<file path="src/sv/bsfr_pkg.sv">
`default_nettype none
package bsfr_pkg;

  localparam int MAX_PATTERN     = 8;
  localparam int MAX_REPLACEMENT = 8;
  localparam int BYTE_W          = 8;
  localparam int LEN_W           = 4;
  localparam int CFG_W           = 64;
  localparam int WIN_DEPTH       = (MAX_PATTERN > MAX_REPLACEMENT) ? MAX_PATTERN
                                                                   : MAX_REPLACEMENT;
  localparam int WIN_AW          = $clog2(WIN_DEPTH);
  localparam int JOB_DEPTH       = 2;
  localparam int JOB_AW          = (JOB_DEPTH > 1) ? $clog2(JOB_DEPTH) : 1;
  localparam int JOB_CW          = $clog2(JOB_DEPTH + 1);

  typedef enum logic [1:0] {
    CFG_PATTERN_BYTES      = 2'd0,
    CFG_PATTERN_LENGTH     = 2'd1,
    CFG_REPLACEMENT_BYTES  = 2'd2,
    CFG_REPLACEMENT_LENGTH = 2'd3
  } cfg_idx_e;

  typedef logic [WIN_DEPTH-1:0][BYTE_W-1:0] bytes_t;

  typedef struct packed {
    logic [BYTE_W-1:0] data_byte;
    logic              string_last;
  } in_t;

  typedef struct packed {
    logic [BYTE_W-1:0] out_byte;
    logic              has_byte;
    logic              run_last;
    logic              string_end;
  } out_t;

  // one request's worth of results: count bytes from the list, then end flag
  typedef struct packed {
    bytes_t           bytes;
    logic [LEN_W-1:0] count;
    logic             last;
  } job_t;

endpackage
`default_nettype wire

</file>
<file path="src/sv/bsfr_front.sv">
`default_nettype none
module bsfr_front import bsfr_pkg::*; (
  input  wire logic              clk_i,
  input  wire logic              rst_ni,
  input  wire logic              accept_i,
  input  wire in_t               in_i,
  input  wire logic              cfg_we_i,
  input  wire cfg_idx_e          cfg_idx_i,
  input  wire logic [CFG_W-1:0]  cfg_data_i,
  output job_t                   job_o
);

  logic [CFG_W-1:0] pat_bytes_q, rep_bytes_q;
  logic [LEN_W-1:0] pat_len_q, rep_len_q;
  logic [LEN_W-1:0] fill_q, fill_d;
  bytes_t           win_q, win_d;

  logic [LEN_W-1:0] plen, rlen, fill_eff, fill_inc;
  bytes_t           win_ins, win_shift, pat_vec;
  logic             win_full, match;

  assign plen = (pat_len_q > LEN_W'(MAX_PATTERN)) ? LEN_W'(MAX_PATTERN) : pat_len_q;
  assign rlen = (rep_len_q > LEN_W'(MAX_REPLACEMENT)) ? LEN_W'(MAX_REPLACEMENT)
                                                      : rep_len_q;
  assign pat_vec = pat_bytes_q;

  always_comb begin
    fill_eff = fill_q;
    if ((fill_q >= plen) || (fill_q > LEN_W'(WIN_DEPTH - 1))) begin
      fill_eff = '0;
    end
    win_ins = win_q;
    win_ins[fill_eff[WIN_AW-1:0]] = in_i.data_byte;
    fill_inc  = fill_eff + LEN_W'(1);
    win_full  = (fill_inc == plen);
    win_shift = win_ins >> BYTE_W;
    match = win_full;
    for (int k = 0; k < WIN_DEPTH; k++) begin
      if ((LEN_W'(k) < plen) && (win_ins[k] != pat_vec[k])) begin
        match = 1'b0;
      end
    end
  end

  always_comb begin
    job_o.last  = in_i.string_last;
    job_o.bytes = win_ins;
    job_o.count = '0;
    fill_d = fill_q;
    win_d  = win_q;
    if (plen == '0) begin
      job_o.bytes    = '0;
      job_o.bytes[0] = in_i.data_byte;
      job_o.count    = LEN_W'(1);
    end else if (match) begin
      job_o.bytes = rep_bytes_q;
      job_o.count = rlen;
      fill_d      = '0;
    end else begin
      if (in_i.string_last) begin
        job_o.count = fill_inc;
      end else if (win_full) begin
        job_o.count = LEN_W'(1);
      end
      if (win_full) begin
        win_d  = win_shift;
        fill_d = fill_inc - LEN_W'(1);
      end else begin
        win_d  = win_ins;
        fill_d = fill_inc;
      end
      if (in_i.string_last) begin
        fill_d = '0;
      end
    end
  end

  always_ff @(posedge clk_i or negedge rst_ni) begin
    if (!rst_ni) begin
      pat_bytes_q <= '0;
      pat_len_q   <= '0;
      rep_bytes_q <= '0;
      rep_len_q   <= '0;
      fill_q      <= '0;
    end else if (cfg_we_i) begin
      unique case (cfg_idx_i)
        CFG_PATTERN_BYTES:      pat_bytes_q <= cfg_data_i;
        CFG_PATTERN_LENGTH: begin
          pat_len_q <= cfg_data_i[LEN_W-1:0];
          fill_q    <= '0;
        end
        CFG_REPLACEMENT_BYTES:  rep_bytes_q <= cfg_data_i;
        CFG_REPLACEMENT_LENGTH: rep_len_q   <= cfg_data_i[LEN_W-1:0];
        default: ;
      endcase
    end else if (accept_i) begin
      fill_q <= fill_d;
    end
  end

  always_ff @(posedge clk_i) begin
    if (accept_i && (plen != '0)) begin
      win_q <= win_d;
    end
  end

endmodule
`default_nettype wire

</file>
<file path="src/sv/bsfr_jobq.sv">
`default_nettype none
module bsfr_jobq import bsfr_pkg::*; (
  input  wire logic clk_i,
  input  wire logic rst_ni,
  input  wire logic wr_i,
  input  wire job_t wr_job_i,
  input  wire logic rd_i,
  output job_t      rd_job_o,
  output logic      full_o,
  output logic      empty_o
);

  job_t              mem_q [JOB_DEPTH];
  logic [JOB_AW-1:0] wr_ptr_q, rd_ptr_q;
  logic [JOB_CW-1:0] cnt_q;
  logic              do_wr, do_rd;

  assign full_o   = (cnt_q == JOB_CW'(JOB_DEPTH));
  assign empty_o  = (cnt_q == '0);
  assign do_wr    = wr_i && !full_o;
  assign do_rd    = rd_i && !empty_o;
  assign rd_job_o = mem_q[rd_ptr_q];

  function automatic logic [JOB_AW-1:0] ptr_inc(logic [JOB_AW-1:0] p);
    return (p == JOB_AW'(JOB_DEPTH - 1)) ? '0 : p + JOB_AW'(1);
  endfunction

  always_ff @(posedge clk_i or negedge rst_ni) begin
    if (!rst_ni) begin
      wr_ptr_q <= '0;
      rd_ptr_q <= '0;
      cnt_q    <= '0;
    end else begin
      if (do_wr) begin
        wr_ptr_q <= ptr_inc(wr_ptr_q);
      end
      if (do_rd) begin
        rd_ptr_q <= ptr_inc(rd_ptr_q);
      end
      if (do_wr && !do_rd) begin
        cnt_q <= cnt_q + JOB_CW'(1);
      end else if (do_rd && !do_wr) begin
        cnt_q <= cnt_q - JOB_CW'(1);
      end
    end
  end

  always_ff @(posedge clk_i) begin
    if (do_wr) begin
      mem_q[wr_ptr_q] <= wr_job_i;
    end
  end

endmodule
`default_nettype wire

</file>
<file path="src/sv/bsfr_back.sv">
`default_nettype none
module bsfr_back import bsfr_pkg::*; (
  input  wire logic clk_i,
  input  wire logic rst_ni,
  input  wire job_t job_i,
  input  wire logic job_empty_i,
  output logic      job_rd_o,
  input  wire logic pop_i,
  output logic      empty_o,
  output out_t      out_o
);

  logic [WIN_AW-1:0] idx_q, idx_d;
  logic              out_vld_q, out_vld_d;
  out_t              out_q, out_d;
  logic              can_load, at_end;

  assign can_load = !out_vld_q || pop_i;
  assign at_end   = ({1'b0, idx_q} + LEN_W'(1)) == job_i.count;

  always_comb begin
    job_rd_o  = 1'b0;
    idx_d     = idx_q;
    out_vld_d = out_vld_q && !pop_i;
    out_d     = out_q;
    if (!job_empty_i && can_load) begin
      if (job_i.count == '0) begin
        job_rd_o = 1'b1;
        if (job_i.last) begin
          out_vld_d        = 1'b1;
          out_d.out_byte   = '0;
          out_d.has_byte   = 1'b0;
          out_d.run_last   = 1'b1;
          out_d.string_end = 1'b1;
        end
      end else begin
        out_vld_d        = 1'b1;
        out_d.out_byte   = job_i.bytes[idx_q];
        out_d.has_byte   = 1'b1;
        out_d.run_last   = at_end;
        out_d.string_end = at_end && job_i.last;
        if (at_end) begin
          job_rd_o = 1'b1;
          idx_d    = '0;
        end else begin
          idx_d = idx_q + WIN_AW'(1);
        end
      end
    end
  end

  always_ff @(posedge clk_i or negedge rst_ni) begin
    if (!rst_ni) begin
      idx_q     <= '0;
      out_vld_q <= 1'b0;
    end else begin
      idx_q     <= idx_d;
      out_vld_q <= out_vld_d;
    end
  end

  always_ff @(posedge clk_i) begin
    out_q <= out_d;
  end

  assign empty_o = !out_vld_q;
  assign out_o   = out_q;

endmodule
`default_nettype wire

</file>
<file path="src/sv/byte_stream_find_replace.sv">
// Streaming find-and-replace on a byte string. Bytes enter through push/full,
// one per cycle while the queue has room; results leave through empty/pop in
// order. Each accepted byte is turned combinationally into a list of up to 8
// result bytes and queued (two requests deep); the back end plays a list out at
// one result per cycle while results are popped. Bytes that yield zero or one
// result let plain text flow at one byte per clock; a replacement or flush of n
// bytes at end of string keeps the back end busy until all n have left, and the
// input stalls once the queue fills. A request that yields nothing is still read
// by the back end. Results pass the queue and the output register to the ports.
// Writing pattern_length discards any bytes held in the match window.
`default_nettype none
module byte_stream_find_replace import bsfr_pkg::*; (
  input  wire logic             clk_i,
  input  wire logic             rst_ni,
  input  wire logic             push,
  output logic                  full,
  input  wire in_t              in_data_i,
  output logic                  empty,
  input  wire logic             pop,
  output out_t                  out_data_o,
  input  wire logic             cfg_we_i,
  input  wire cfg_idx_e         cfg_idx_i,
  input  wire logic [CFG_W-1:0] cfg_data_i
);

  job_t job_in, job_out;
  logic accept, job_rd, job_empty;

  assign accept = push && !full;

  bsfr_front u_front (
    .clk_i      (clk_i),
    .rst_ni     (rst_ni),
    .accept_i   (accept),
    .in_i       (in_data_i),
    .cfg_we_i   (cfg_we_i),
    .cfg_idx_i  (cfg_idx_i),
    .cfg_data_i (cfg_data_i),
    .job_o      (job_in)
  );

  bsfr_jobq u_jobq (
    .clk_i    (clk_i),
    .rst_ni   (rst_ni),
    .wr_i     (accept),
    .wr_job_i (job_in),
    .rd_i     (job_rd),
    .rd_job_o (job_out),
    .full_o   (full),
    .empty_o  (job_empty)
  );

  bsfr_back u_back (
    .clk_i       (clk_i),
    .rst_ni      (rst_ni),
    .job_i       (job_out),
    .job_empty_i (job_empty),
    .job_rd_o    (job_rd),
    .pop_i       (pop),
    .empty_o     (empty),
    .out_o       (out_data_o)
  );

  a_end_is_run_last : assert property (@(posedge clk_i) disable iff (!rst_ni)
    (!empty && out_data_o.string_end) |-> out_data_o.run_last)
    else $error("string end without run_last");

  a_byteless_is_end : assert property (@(posedge clk_i) disable iff (!rst_ni)
    (!empty && !out_data_o.has_byte) |-> (out_data_o.string_end && out_data_o.out_byte == '0))
    else $error("byteless result that is not a clean end mark");

  a_job_count_range : assert property (@(posedge clk_i) disable iff (!rst_ni)
    accept |-> (job_in.count <= LEN_W'(WIN_DEPTH)))
    else $error("request lists too many bytes");

endmodule
`default_nettype wire
</file>
<file path="config.mk">
export PLATFORM = sky130hd
export DESIGN_NAME = byte_stream_find_replace
export DESIGN_NICKNAME = d
export VERILOG_FILES = /design/src/sv/bsfr_pkg.sv /design/src/sv/bsfr_front.sv /design/src/sv/bsfr_jobq.sv /design/src/sv/bsfr_back.sv /design/src/sv/byte_stream_find_replace.sv
export SDC_FILE = /design/constraint.sdc
export NUM_CORES = 1
export LEC_CHECK = 0
export BUFFER_PORTS_ARGS = -buffer_cell sky130_fd_sc_hd__clkbuf_2
export CORE_ASPECT_RATIO = 0.8
export CORE_MARGIN = 1.5
export CORE_UTILIZATION = 50
export CTS_BUF_LIST = sky130_fd_sc_hd__clkbuf_4 sky130_fd_sc_hd__clkbuf_8
export CTS_CLUSTER_DIAMETER = 120
export DETAILED_ROUTE_END_ITERATION = 12
export PLACE_DENSITY_LB_ADDON = 0.15
export SLEW_MARGIN = 25
export SYNTH_ARGS = -nofsm -noshare
export SYNTH_HDL_FRONTEND = slang
export SYNTH_SLANG_ARGS = --single-unit
</file>
<file path="constraint.sdc">
create_clock -name clk_i -period 9.8 [get_ports clk_i]
set_clock_uncertainty 0.05 [all_clocks]
set_input_delay 1.47 -clock clk_i [delete_from_list [all_inputs] [get_ports clk_i]]
set_output_delay 1.47 -clock clk_i [all_outputs]
set_load 0.01 [all_outputs]
</file>
==> Word level (Yosys, flattened, before mapping) <==
Memories as Yosys holds them, arrays and structs flattened.
Cells that the tools add are included.
{ "totals": {"wordCells": 151, "ramBits": 138, "ff_bits": 223, "mem_count": 1} }
{ "mem_list": {"columns": ["name", "depth", "word_bits", "rd", "rd_ports_with_merged_regs", "write_ports", "line_no", "rtl"], "rows": [
  ["u_jobq.mem_q", 2, 69, 1, 0, 1, "bsfr_jobq.sv:13", "job_t mem_q [JOB_DEPTH];"]
]} }
{ "op_classes": {"mux": 44, "reduce_logical": 41, "addsub": 8, "n_eq_ne": 17, "bitwise": 3, "order_cmp": 15} }
{ "ops": {"columns": ["operator", "count"], "rows": [
  ["68-bit two-way mux", 1],
  ["64-bit bitwise mux", 1],
  ["64-bit two-way mux", 1],
  ["8-bit inequality test", 8],
  ["56-bit two-way mux", 1],
  ["4-bit two-way mux", 12],
  ["8-bit binary-select mux with 3-bit select", 1],
  ["8-bit demux with 3-bit select", 1],
  ["11-bit two-way mux", 2],
  ["1-bit two-way mux", 19],
  ["1-bit logical AND", 18],
  ["3-bit by 4-bit less-than comparator with 1-bit output, first input constant", 4],
  ["8-bit two-way mux", 2],
  ["2-bit AND reduction", 6],
  ["4-bit == test", 2],
  ["4-bit greater-than comparator, second input constant", 2],
  ["4-bit logical NOT", 2],
  ["1-bit by 4-bit less-than comparator with 1-bit output, first input constant", 2],
  ["2-bit by 4-bit less-than comparator with 1-bit output, first input constant", 2],
  ["3-bit by 4-bit less-than comparator with 1-bit output, second input constant", 2],
  ["2-bit == test, second input constant", 3],
  ["1-bit logical NOT", 6],
  ["3-bit AND reduction", 2],
  ["3-bit by 1-bit adder with 4-bit output, second input constant", 1],
  ["other kinds (19)", 27]
]} }

==> Logic depth before layout (Yosys ltp) <==
{ "depth": {"depth_word": 24, "ltp_mapped": 18, "ltp_nobuf": 15} }

==> Modules after synthesis <==
Synthesis repeated with hierarchy kept, for this count alone.
{ "unflattened": {"hier_cells": 1512, "hier_area_um2": 19012.0} }
{ "modules_own_cells": {"columns": ["module", "cells_per_inst", "instances", "area_each_um2"], "rows": [
  ["bsfr_front", 1188, 1, 12270.5],
  ["bsfr_jobq", 234, 1, 5527.8],
  ["bsfr_back", 89, 1, 1199.9],
  ["byte_stream_find_replace", 1, 1, 13.8]
]} }

==> Worst setup path after synthesis <==
OpenSTA, ideal clock, no wires.
{ "synth_path": {"path_type": "reg-to-reg", "from": "register u_front.pat_len_q[3]", "to": "register u_front.win_q[0] (netlist name) (enable)", "period_less_slack_ps": 6877, "required_time_ps": 9257, "path_stages_with_launch": 15, "setup_slack_ps": 2923, "arrival_time_ps": 6334, "path_cell_list": "dfrtp_1 > clkbuf_1 > nor2b_1 > ha_1 > nor3b_2 > o211ai_1 > nor2_1 > mux2_2 > o221a_2 > and4_1 > o31a_1 > o221ai_2 > buf_6 > buf_2 > nor2b_1"} }
{ "synth_between": {"elab_chain_cells": 22, "elab_cells_between_ends": 51, "cone_classes": "1 x add/sub; 12 x order compare; 9 x eq/ne; 13 x mux; 2 x bitwise; 14 x reduce/logical"} }
{ "synth_rtl": {"columns": ["item", "line_no", "rtl"], "rows": [
  ["start, declared", "bsfr_front.sv:14", "logic [LEN_W-1:0] pat_len_q, rep_len_q;"],
  ["start signal, assigned", "bsfr_front.sv:89", "pat_len_q <= cfg_data_i[LEN_W-1:0];"],
  ["4-bit greater-than comparator", "bsfr_front.sv:22", "assign plen = (pat_len_q > LEN_W'(MAX_PATTERN)) ? LEN_W'(MAX_PATTERN) : pat_len_q;"],
  ["4-bit two-way mux *", "bsfr_front.sv:22", null],
  ["4-bit greater-or-equal comparator", "bsfr_front.sv:29", "if ((fill_q >= plen) || (fill_q > LEN_W'(WIN_DEPTH - 1))) begin"],
  ["1-bit logical OR", "bsfr_front.sv:29", null],
  ["4-bit two-way mux", "bsfr_front.sv:29", null],
  ["3-bit by 4-bit less-than comparator with 1-bit output (implied by the code) or 3-bit by 1-bit greater-or-equal comparator with 1-bit output (tied branches)", "bsfr_front.sv:33", "win_ins[fill_eff[WIN_AW-1:0]] = in_i.data_byte;"],
  ["1-bit logical AND (implied by the code)", "bsfr_front.sv:33", null],
  ["8-bit two-way mux (implied by the code)", "bsfr_front.sv:33", null],
  ["8-bit demux with 3-bit select", null, null],
  ["64-bit bitwise mux", "bsfr_front.sv:33", null],
  ["8-bit inequality test", "bsfr_front.sv:39", "if ((LEN_W'(k) < plen) && (win_ins[k] != pat_vec[k])) begin"],
  ["1-bit logical AND", "bsfr_front.sv:39", null],
  ["1-bit two-way mux (8 in a row)", "bsfr_front.sv:39", null],
  ["1-bit inverter (no line)", null, null],
  ["3-bit AND reduction (no line) *", null, null],
  ["end signal, assigned", "bsfr_front.sv:103", "win_q <= win_d;"],
  ["end, declared", "bsfr_front.sv:16", "bytes_t win_q, win_d;"]
]} }
Every way passes the cells marked *; elsewhere a longest branch is shown, timed or not.
A chain may end at the register's enable or synchronous reset.

==> Worst setup path in the final report <==
{ "layout_path": {"from": "register u_front.pat_len_q[3]", "to": "register u_front.win_q[2] (netlist name) (enable)"} }
Same word-level chain as after synthesis.

==> impl_metrics.tcl <==
set metrics [dict create \
    layout.area.seq_um2 10100 \
    layout.core_utilization_pct 57.07 \
    antenna_found_initial 2 \
    post-synth-top-area-cell "edfxtp_1" \
    nets 1575 \
    holdCritPathClass "reg -> reg" \
    netlist_instances 1418 \
    clock-sinks 361 \
    grt_pass1_vias 12074 \
    syn_avg_cell_area_um2 12.57 \
    final_min_period_over_clock_period_pct 61.16 \
    critical_path_cell_count 13 \
    placement.io_buffers 92 \
    worstPathMaxFanout 140 \
    floorplan_core_area_um2 34960 \
    timing.hold.worst_endpoint "u_front.rep_bytes_q[3]$_DFFE_PN0P_" \
    globalRouteOverflowTotal 0 \
    finalSetupViolCount 0 \
    seq_area_frac_synth_pct 56.68 \
    number_of_synthesized_flops_with_an_enable_pin 213 \
    timing.critical_path.to_type "flip-flop" \
    critical_path.max_stage_delay_ns 0.63 \
    grtUsageTotal_pct 28.29 \
    critPathLaunchType "flip-flop" \
    max_cap_violations 0 \
    cts.htree.levels 2 \
    drt-initial-drc-count 1594 \
    seq_power_share_pct 43.9 \
    drt.antenna.violating_nets 0 \
    post-route-drc-count 0 \
    detailedRoute.firstPassIterationCount 9 \
    final_max_slew_viol_count 0 \
    globalplace.congestion 0.9219 \
    fraction_of_post_synthesis_cell_area_in_the_top_cell_type_by_area_pct 35.90 \
    resize_count_post_cts 0 \
    ir_worst_vdd_v 0.0002005 \
    max_slew.worst_pin.slew_ns 1.037 \
    combinationalPowerShare_pct 30.3 \
    post_drt_wl_per_cell_um 25.70 \
    post_synth_main_area_contributors "edfxtp_1 36%, dfrtp_1 21%, mux2_2 7.9%, mux4_2 5.1%, mux2i_1 2.9%" \
    cts-buffers-inserted 56 \
    post-route-min-period_ns 5.993 \
    die_y_um 171.8 \
    via_count 12561 \
    synthFlopType "edfxtp_1" \
    result_of_the_run "finished, final reports clean" \
    worst_path_max_delay_cell "buf_4" \
    relSlewSlack_pct 30.89 \
    synth-async-reset-ratio_pct 41.00 \
    post_synth_num_cell_types 71 \
    maxClockFrequency_mhz 166.9 \
    r2r_slack_ns 3.81 \
    synthTopCellsByCount "213 x edfxtp_1, 148 x dfrtp_1, 132 x nor2_1" \
    critical_path.cell_chain "nor2b_1, ha_1, or3b_4, a211oi_4, nand2_1, o311ai_0, a221oi_1, and4_1, o31a_1, o221ai_4, buf_12, nor2b_4, buf_4" \
    syn-cell-area_um2 17820 \
    io-pin-count 93 \
    antennaDiodeCount 0 \
    setup_total_negative_slack_ns 0 \
    post-dp-hpwl_um 35400 \
    grt_max_degree 141 \
    drt-vias-per-instance 6.255 \
    power_density_nw_per_um2 285.6 \
    hold_viol_final 0 \
    mappedNetlistNets 1505 \
    num_rows 61 \
    ys_seq_elements 361 \
    wirelength_um 51610 \
    post_placement_setup_slack_ns 3.859 \
    crit_path_arrival_time_ns 6.19 \
    clkPwrFrac_pct 25.8 \
    tritoncts "yes" \
    layout-area-overhead-vs-synth_pct 11.95 \
    cell_internal_pwr_w 0.003775 \
    r2r-end "u_front.win_q[2]$_DFFE_PP_" \
    worst_ep_required_time_ns 10.00 \
    clk_pin_slew_ns 0.07 \
    p_switching_w 0.001923 \
    total_area_of_multi_input_combinational_cells_um2 7169 \
    clk_root_buffer_cell "clkbuf_8" \
    cts_hold_repair.buffers 0 \
    floorplan.initialDensity_pct 50.97 \
    post_cts.repair.setup_buffers 0 \
    worst-r2r-cell-count 13 \
    layout_cells_sized_above_1_pct 26.76 \
    die-area_um2 36790 \
    post-place-cells 1902 \
    grt_first_pass_wirelength_um 77610 \
    worst_path_dominant_cell_family "simple AND/OR/NAND/NOR gates" \
    worst-path-buf-inv 2 \
    layoutNonFillerInstCount 2008 \
    setup_ws_ns 3.807 \
    die_width_um 214.1 \
    worstHoldStart "u_front.rep_bytes_q[3]$_DFFE_PN0P_" \
    filler_cell_count 2985 \
    rsz_0062_raised_after_global_routing "false" \
    worst_skew_pair.late_latency_ns 0.62 \
    worstHoldPathCells 1 \
    critical_path.reg2reg.startpoint "u_front.pat_len_q[3]$_DFFE_PN0P_" \
    yosys_warn_count 0 \
    cts_max_path_buffers 3 \
    p_leak_nw 7.672 \
    power_switching_share_pct 33.75 \
    timing_worst_setup_path_type "reg -> reg" \
    most_common_cell_in_the_synthesized_netlist "edfxtp_1" \
]
-- cells by family after synthesis --
logic type,after synthesis,share of synthesized area [%]
and+or+nand+nor,351,9.746
muxes,216,15.82
xor gates and xnor gates,69,3.392
adders and majority gates,7,0.4915
buffers and inverters,142,3.406
AOI/OAI and AO/OA,272,10.46
DFF,361,56.68
-- layout by cell type, fill, tap and decap left out, types with 33 or more instances in the layout --
cell type / netlist / routed
nor2_1: 132 / 131
mux4_2: 40 / 40
dfrtp_1: 148 / 147
mux2i_1: 51 / 51
inv_1: 46 / 46
a211oi_1: 42 / 42
xor2_1: 33 / 33
clkbuf_8: 0 / 70
clkbuf_2: 0 / 91
nand2_1: 62 / 62
xnor2_1: 36 / 36
edfxtp_1: 213 / 213
o22ai_1: 68 / 68
a21oi_1: 58 / 57
mux2_2: 125 / 125
-- state kept, by name, indices dropped and copies added, names as in the netlist --
signal               cells
u_back.idx_q             3
u_back.out_o            11
u_back.out_vld_q         1
u_front.fill_q           4
u_front.pat_bytes_q     64
u_front.pat_len_q        4
u_front.rep_bytes_q     64
u_front.rep_len_q        4
u_front.win_q           64
u_jobq.cnt_q             2
u_jobq.mem_q           138
u_jobq.rd_ptr_q          1
u_jobq.wr_ptr_q          1
-- layout make-up --
cell class                 count  share of cell area, %
clock inverter                15                  1.010
multi-input combinational    915                  35.94
tap                          472                  2.961
clock buffer                  91                  5.620
timing repair buffer         106                  2.929
sequential                   361                  50.64
inverter                      48                 0.9032
-- worst register-to-register path: cells and delay by family (launching register included) --
kind / cells / cell delay [ns]
AOI/OAI and AO/OA: 5 / 1.49
adders and majority gates: 1 / 0.31
buffers and inverters: 2 / 1.02
DFF: 1 / 0.52
and+or+nand+nor: 5 / 2.18
-- power by group through the flow --
stage	Sequential, W	Combinational [W]	Clock (W)
after floorplan	0.00240	0.00123	0
after global routing	0.00254	0.00188	0.00156
after detailed placement	0.00252	0.00172	0
after CTS	0.00249	0.00173	0.00149
final	0.00250	0.00173	0.00147
after global placement	0.00251	0.00170	0
-- through the flow --
step | area (µm²) | hold WS (ns) | power [W]
after CTS | 19940 | 0.4494 | 0.005713
final | 19950 | 0.4505 | 0.005698
after detailed placement | 18620 | 0.4340 | 0.004239
after floorplan | 17820 | 0.4108 | 0.003631
after global placement | 18620 | 0.4288 | 0.004212
after global routing | 19950 | 0.4587 | 0.005974
-- worst max-delay path by stage --
| stage | endpoint | from |
|---|---|---|
| finish | u_front.win_q[2]$_DFFE_PP_ | u_front.pat_len_q[3]$_DFFE_PN0P_ |
| global route | u_front.win_q[4]$_DFFE_PP_ | u_front.pat_len_q[3]$_DFFE_PN0P_ |
| CTS | u_front.win_q[29]$_DFFE_PP_ | u_front.pat_len_q[3]$_DFFE_PN0P_ |
| detailed placement | u_front.win_q[23]$_DFFE_PP_ | in_data_i[5] |
| global placement | u_front.win_q[31]$_DFFE_PP_ | in_data_i[4] |
| floorplan | u_front.win_q[0]$_DFFE_PP_ | u_front.pat_len_q[3]$_DFFE_PN0P_ |
-- metal layers --
metal | wire length [µm] | global-route usage, % | vias to the layer above
met5 | 0 | 0 | -
li1 | - | - | 5514
met1 | 23940 | 44.29 | 6316
met3 | 5112 | 6.260 | 80
met2 | 21530 | 39.53 | 651
met4 | 1025 | 6.920 | 0
Power figures use the tool's default switching activity.
